## src/sv/e2q_pkg.sv

```systemverilog
// e2q_pkg: shared constants and the cordic arctangent table for euler_to_quaternion
// no dependencies
package e2q_pkg;
    localparam int CORDIC_STEPS = 32;
    localparam logic signed [33:0] CORDIC_GAIN = 34'sd652032874;

    function automatic logic signed [33:0] atan_step(input logic [4:0] idx);
        logic [31:0] a;
        case (idx)
            5'd0: a = 32'h20000000;  5'd1: a = 32'h12E4051E;
            5'd2: a = 32'h09FB385B;  5'd3: a = 32'h051111D4;
            5'd4: a = 32'h028B0D43;  5'd5: a = 32'h0145D7E1;
            5'd6: a = 32'h00A2F61E;  5'd7: a = 32'h00517C55;
            5'd8: a = 32'h0028BE53;  5'd9: a = 32'h00145F2F;
            5'd10: a = 32'h000A2F98; 5'd11: a = 32'h000517CC;
            5'd12: a = 32'h00028BE6; 5'd13: a = 32'h000145F3;
            5'd14: a = 32'h0000A2FA; 5'd15: a = 32'h0000517D;
            5'd16: a = 32'h000028BE; 5'd17: a = 32'h0000145F;
            5'd18: a = 32'h00000A30; 5'd19: a = 32'h00000518;
            5'd20: a = 32'h0000028C; 5'd21: a = 32'h00000146;
            5'd22: a = 32'h000000A3; 5'd23: a = 32'h00000051;
            5'd24: a = 32'h00000029; 5'd25: a = 32'h00000014;
            5'd26: a = 32'h0000000A; 5'd27: a = 32'h00000005;
            5'd28: a = 32'h00000003; 5'd29: a = 32'h00000001;
            5'd30: a = 32'h00000001;
            default: a = 32'h00000000;
        endcase
        return $signed({1'b0, a, 1'b0});
    endfunction
endpackage

```

## src/sv/e2q_cordic_stage.sv

```systemverilog
// e2q_cordic_stage: one registered micro-rotation for three angles in parallel
// depends on e2q_pkg
module e2q_cordic_stage
    import e2q_pkg::*;
#(
    parameter int STEP = 0
) (
    input  logic i_clk,
    input  logic i_en,
    input  logic signed [33:0] i_x [3],
    input  logic signed [33:0] i_y [3],
    input  logic signed [34:0] i_z [3],
    output logic signed [33:0] o_x [3],
    output logic signed [33:0] o_y [3],
    output logic signed [34:0] o_z [3]
);
    logic signed [33:0] r_x [3];
    logic signed [33:0] r_y [3];
    logic signed [34:0] r_z [3];
    logic signed [33:0] n_x [3];
    logic signed [33:0] n_y [3];
    logic signed [34:0] n_z [3];
    logic signed [34:0] w_a;

    always_comb begin
        w_a = 35'(atan_step(5'(STEP)));
        for (int k = 0; k < 3; k++) begin
            if (!i_z[k][34]) begin
                n_x[k] = i_x[k] - (i_y[k] >>> STEP);
                n_y[k] = i_y[k] + (i_x[k] >>> STEP);
                n_z[k] = i_z[k] - w_a;
            end else begin
                n_x[k] = i_x[k] + (i_y[k] >>> STEP);
                n_y[k] = i_y[k] - (i_x[k] >>> STEP);
                n_z[k] = i_z[k] + w_a;
            end
        end
    end

    always_ff @(posedge i_clk) begin
        if (i_en) begin
            r_x <= n_x;
            r_y <= n_y;
            r_z <= n_z;
        end
    end

    assign o_x = r_x;
    assign o_y = r_y;
    assign o_z = r_z;
endmodule

```

## config.mk

```make
export PLATFORM = sky130hd
export DESIGN_NAME = e2q_cordic_stage
export DESIGN_NICKNAME = d
export VERILOG_FILES = /design/src/sv/e2q_pkg.sv /design/src/sv/e2q_cordic_stage.sv
export SDC_FILE = /design/constraint.sdc
export NUM_CORES = 1
export LEC_CHECK = 0
export BUFFER_PORTS_ARGS = -buffer_cell sky130_fd_sc_hd__buf_2
export CAP_MARGIN = 20
export CORE_AREA = 2 2 241 243
export DETAILED_ROUTE_END_ITERATION = 8
export DIE_AREA = 0 0 243 245
export GPL_TIMING_DRIVEN = 0
export PLACE_DENSITY = 0.83
export RECOVER_POWER = 50
export SLEW_MARGIN = 20
export SYNTH_ARGS = -nofsm -noshare
export SYNTH_HDL_FRONTEND = slang
export SYNTH_SLANG_ARGS = --single-unit
export TNS_END_PERCENT = 30
```

## constraint.sdc

```tcl
create_clock -name i_clk -period 3.8 [get_ports i_clk]
set_input_delay 0.19 -clock i_clk [delete_from_list [all_inputs] [get_ports i_clk]]
set_output_delay 0.19 -clock i_clk [all_outputs]
set_load 0.01 [all_outputs]
```

# Word-level counts from Yosys, hierarchy flattened
# Index checks and enable logic that the tools add are counted.
# word_totals
ff_bits,309
elab_cells,33
# classes
add_sub_neg,15
n_mux,9
# ops
operator,n
$mux W34,6
$sub A34 B34 Y34,6
$add A35 B32 Y35 const B,3
$mux W35,3
$sub A35 B32 Y35 const B,3
$add A34 B34 Y34,3

# Longest topological paths before layout
# logic_depth
ltp_word,2
mapped_depth,14
depth_no_buf,13

# Worst setup path after synthesis
# No wires, ideal clock.
# synth_path
kind,in2reg
from,input i_x[68] in the netlist's numbering
to,"register r_y, in the netlist o_y[94], data pin"
arrival_ns,2.543
required_ns,3.532
setup_slack_ns,0.988
stages,12
path_buffers,0
cell_sequence,ha_1 > fa_1 > nor2b_1 > o21ai_1 > a32oi_4 > a2111oi_4 > o21ai_4 > a21oi_1 > o2bb2ai_1 > a41oi_2 > o22ai_1 > xnor2_1
# synth_rtl
item,line,rtl
"start, declared",e2q_cordic_stage.sv:10,"input logic signed [33:0] i_x [3],"
"end signal, assigned",e2q_cordic_stage.sv:43,r_y <= n_y;
"end, declared",e2q_cordic_stage.sv:18,logic signed [33:0] r_y [3];

==> impl_results.rst <==
.. list-table::
   :header-rows: 1

   * - Metric
     - Value
   * - Post-place instance area
     - between 30000 and 40000 um^2
   * - Proportion of synthesized chip area in sequential cells
     - 0.347
   * - EDFF count, synth
     - about 300
   * - Number of maximum-capacitance constraint violations
     - 1
   * - CTS tree
     - built
   * - Complex-gate fraction of the synthesized area
     - 0.234
   * - Die height
     - roughly 250 um
   * - Setup Viol. Count Final
     - 0
   * - Endpoint type of the worst setup path
     - flop
   * - Worst IR drop on VDD
     - 0.364 mV
   * - Clock period minus final worst setup slack
     - roughly 3.6 ns
   * - Leakage
     - around 14 nW
   * - Most used flip-flop cell after synthesis
     - sky130_fd_sc_hd__edfxtp_1
   * - Sequential Area
     - around 9200 um^2
   * - Status
     - finished with violations
   * - Initial detailed-routing violation count
     - 2810
   * - Detailed-route wire length on metal 1
     - 38900 um
   * - Uppermost layer routed
     - met5
   * - Vias in the first global route
     - 25.5k
   * - Area of the die
     - 59500 um^2
   * - FMAX
     - 0.277 GHz
   * - Area Overhead vs Synth
     - 23.3%
   * - Number of distinct library cells after synthesis
     - 91
   * - Cell count after synthesis
     - 2939
   * - Part of the total power dissipated in the clock network
     - 0.282
   * - Post-cts sizing count
     - 0
   * - Core Area
     - 57000 um^2
   * - RSZ-0062 raised after global routing
     - false
   * - Post-layout worst setup margin
     - approximately 0.19 ns
   * - Multi-input gate area
     - about 16000 um^2
   * - Final-report hold violation count
     - 0
   * - Routed via count
     - 26.5k
   * - Logic pwr share
     - 0.355
   * - Setup TNS Final
     - 0 ns
   * - Clock tree root buffer cell
     - sky130_fd_sc_hd__clkbuf_16
   * - Global Route Usage Sum
     - 0.329
   * - Initial cell density of the core
     - 0.464
   * - Final core utilization
     - 0.573
   * - Met2 routed wirelength
     - approximately 48000 um
   * - Horizontal die dimension
     - 243 um
   * - Cell area after synthesis
     - 26500 um^2
   * - Warnings, synthesis
     - 0
   * - Sw Pwr
     - around 4.6 mW
   * - Leading cell type in the layout, fill and taps excluded
     - sky130_fd_sc_hd__buf_2
   * - Area share of xor/xnor cells in the synthesized design
     - 0.0661
   * - Dominant combinational cell family by area after synthesis
     - compound AO/OA/AOI/OAI gates
   * - # H-tree levels
     - 2
   * - Pre-CTS worst setup slack
     - -0.173 ns
   * - Post-Synth Simple-Gate Area
     - 0.117
   * - Relative max-transition margin
     - -0.774
   * - Detailed Routing Iterations Pass 1
     - 8
   * - Most frequent cells in the layout
     - sky130_fd_sc_hd__buf_2, sky130_fd_sc_hd__a21oi_1, sky130_fd_sc_hd__ha_1, sky130_fd_sc_hd__edfxtp_1, sky130_fd_sc_hd__inv_1
   * - CP startpoint kind
     - input pin
   * - Antenna violations before repair
     - 19
   * - Net switching fraction of the power
     - 0.365
   * - Flop pwr share
     - 0.363
   * - Global-route wire length before repair
     - about 150000 um
   * - Hold/Removal Path Class
     - in -> reg
   * - Data arrival time of the critical path
     - between 3 and 4 ns
   * - Global route total overflow
     - 0
   * - Post-synthesis adder-cell area fraction
     - 0.155
   * - Fin. max-slew vios
     - 46
   * - HPWL after detailed placement
     - 80400 um
   * - Share of flip-flops with an asynchronous set or reset
     - 0
   * - Final period utilization
     - 0.950
   * - CTS clk-pin slew, worst paths
     - about 0.06 ns
   * - Top-level port count
     - 620
   * - Layout cell share with drive strength beyond 1
     - 0.188
   * - Post-layout instance area
     - ~33000 um^2
   * - Met3 wire length
     - 10300 um
   * - Pwr dens
     - around 380 nW/um^2
   * - Detailed-route vias per instance
     - 5.89
   * - Power Internal
     - just under 8 mW
   * - Count of fill cells added during filler insertion
     - between 5k and 6k
   * - Maximum number of pins on one net before global-route repair
     - 108
   * - Routed wire length
     - 103000 um
   * - Synth Net Count
     - between 3k and 4k
   * - Number of buffers inserted during clock tree synthesis
     - 37
   * - Number of buffer cells added on primary ports
     - about 600
   * - Slew @ Worst Pin
     - 2.66 ns
   * - Max Root-Sink Buffers
     - 3
   * - TritonCTS sink count
     - ~310
   * - Routed wire per std cell
     - approximately 23 um
   * - Number of core rows
     - a little under 90
   * - Number of buffers added for setup after CTS
     - 0
   * - DR DRC count
     - 0
   * - Fraction of synthesized area in multiplexers
     - 0.0162
   * - Critical setup path kind
     - in -> reg
   * - Post-Syn Area per Cell
     - between 9 and 10 um^2
   * - Max FO, Critical Path
     - 4
   * - Required arrival time at the worst endpoint
     - roughly 4.1 ns
   * - Number of nets at the end of the flow
     - ~4.3k
   * - Failing checks
     - max-capacitance violations, max-slew violations
   * - RePlAce Congestion
     - ~1.1
   * - Detail Route Antenna Nets
     - 0
   * - Yosys reg bits
     - approximately 310
==> registers in the layout (all words and copies together) (netlist names) <==
signal	cells
o_z	105
o_y	101
o_x	100
==> critical path, cell delays in order <==
cell and delay [ns]:
sky130_fd_sc_hd__dlygate4sd3_1 0.54, sky130_fd_sc_hd__clkbuf_1 0.13, sky130_fd_sc_hd__ha_1 0.23, sky130_fd_sc_hd__fa_1 0.40, sky130_fd_sc_hd__nand2b_1 0.18, sky130_fd_sc_hd__a21oi_1 0.24
sky130_fd_sc_hd__o211ai_1 0.20, sky130_fd_sc_hd__a21oi_1 0.51, sky130_fd_sc_hd__a21o_1 0.22, sky130_fd_sc_hd__a21oi_1 0.12, sky130_fd_sc_hd__o221ai_1 0.38, sky130_fd_sc_hd__a21boi_0 0.25
sky130_fd_sc_hd__o22ai_1 0.14, sky130_fd_sc_hd__xnor2_1 0.17
==> path summary, 6_finish.rpt <==
path / from / endpoint / slack (ns) / depth (start not counted)
worst min-delay path: i_z[101] / o_z[101] / 0.03 / 2
worst max-delay path: i_y[68] / o_x[98] / 0.19 / 14
==> final cells by class <==
type,instances,share of cell area
diodes,16,0.00123
plain buffers,131,0.0172
clock buffers,42,0.0289
clock inverters,21,0.00689
inverters,310,0.0356
multi-input cells,2192,0.477
flip-flops and latches,306,0.281
well taps,765,0.0293
repair buffers,718,0.123
==> routing by layer <==
layer  vias up  track usage
li1      12100            -
met1     12500        0.406
met2      1640        0.544
met3       343       0.0723
met4        12        0.167
met5         -            0
==> power by group through the flow <==
stage | registers (mW) | logic (mW) | clock network (mW)
6_report | 4.53 | 4.43 | 3.53
5_1_grt | 4.56 | 4.72 | 3.69
4_1_cts | 4.52 | 4.34 | 3.58
3_5_place_dp | 4.58 | 4.22 | 0
3_3_place_gp | 4.60 | 4.19 | 0
2_1_floorplan | 4.82 | 2.27 | 0
==> cells by family (layout without fill, tap and decap cells) <==
| family | Yosys count | after routing |
|---|---|---|
| compound gates | 977 | 977 |
| xor+xnor | 200 | 200 |
| fa+ha+maj | 321 | 321 |
| buf+inv | 441 | 1222 |
| flops | 306 | 306 |
| mux | 43 | 43 |
| other cells | 0 | 16 |
| simple gates | 651 | 651 |
==> synthesized netlist by cell type (all sizes together) (12+ instances only) <==
| cell | instances | area share |
|---|---|---|
| or3 | 24 | 0.0057 |
| o31ai | 23 | 0.0065 |
| nor2 | 237 | 0.034 |
| a21boi | 17 | 0.0048 |
| o21bai | 64 | 0.018 |
| nor3 | 70 | 0.014 |
| nor4 | 14 | 0.0033 |
| a221oi | 12 | 0.0051 |
| o211ai | 23 | 0.0065 |
| o22ai | 13 | 0.0031 |
| nand3 | 35 | 0.0066 |
| edfxtp | 306 | 0.35 |
| a21o | 66 | 0.019 |
| xnor2 | 162 | 0.054 |
| a21oi | 367 | 0.070 |
| buf | 62 | 0.011 |
| nand2b | 31 | 0.0073 |
| o21ai | 224 | 0.043 |
| nand2 | 126 | 0.018 |
| nor2b | 38 | 0.0090 |
| mux2i | 43 | 0.016 |
| inv | 304 | 0.043 |
| o21a | 20 | 0.0057 |
| a31oi | 19 | 0.0047 |
| xor2 | 38 | 0.013 |
| a211oi | 33 | 0.0097 |
| ha | 309 | 0.15 |
| clkbuf | 69 | 0.0098 |
| fa | 12 | 0.0091 |
| nand4 | 30 | 0.0071 |
==> metrics by stage <==
| stage | power (mW) | hold WS (ns) | std cells |
|---|---|---|---|
| after global placement | 8.79 | 0.366 | 4322 |
| after CTS | 12.4 | 0.00351 | 4485 |
| after global routing | 13.0 | 0.00730 | 4496 |
| after floorplan | 7.08 | 0.289 | 2939 |
| final | 12.5 | 0.0260 | 4501 |
| after detailed placement | 8.80 | 0.368 | 4326 |
==> timing repair <==
item                                    in CTS  in global routing
hold buffers                                96                  0
endpoints found under the setup margin       0                  0
hold endpoints to repair                    96                  0
(Power assumes the default switching activity.)
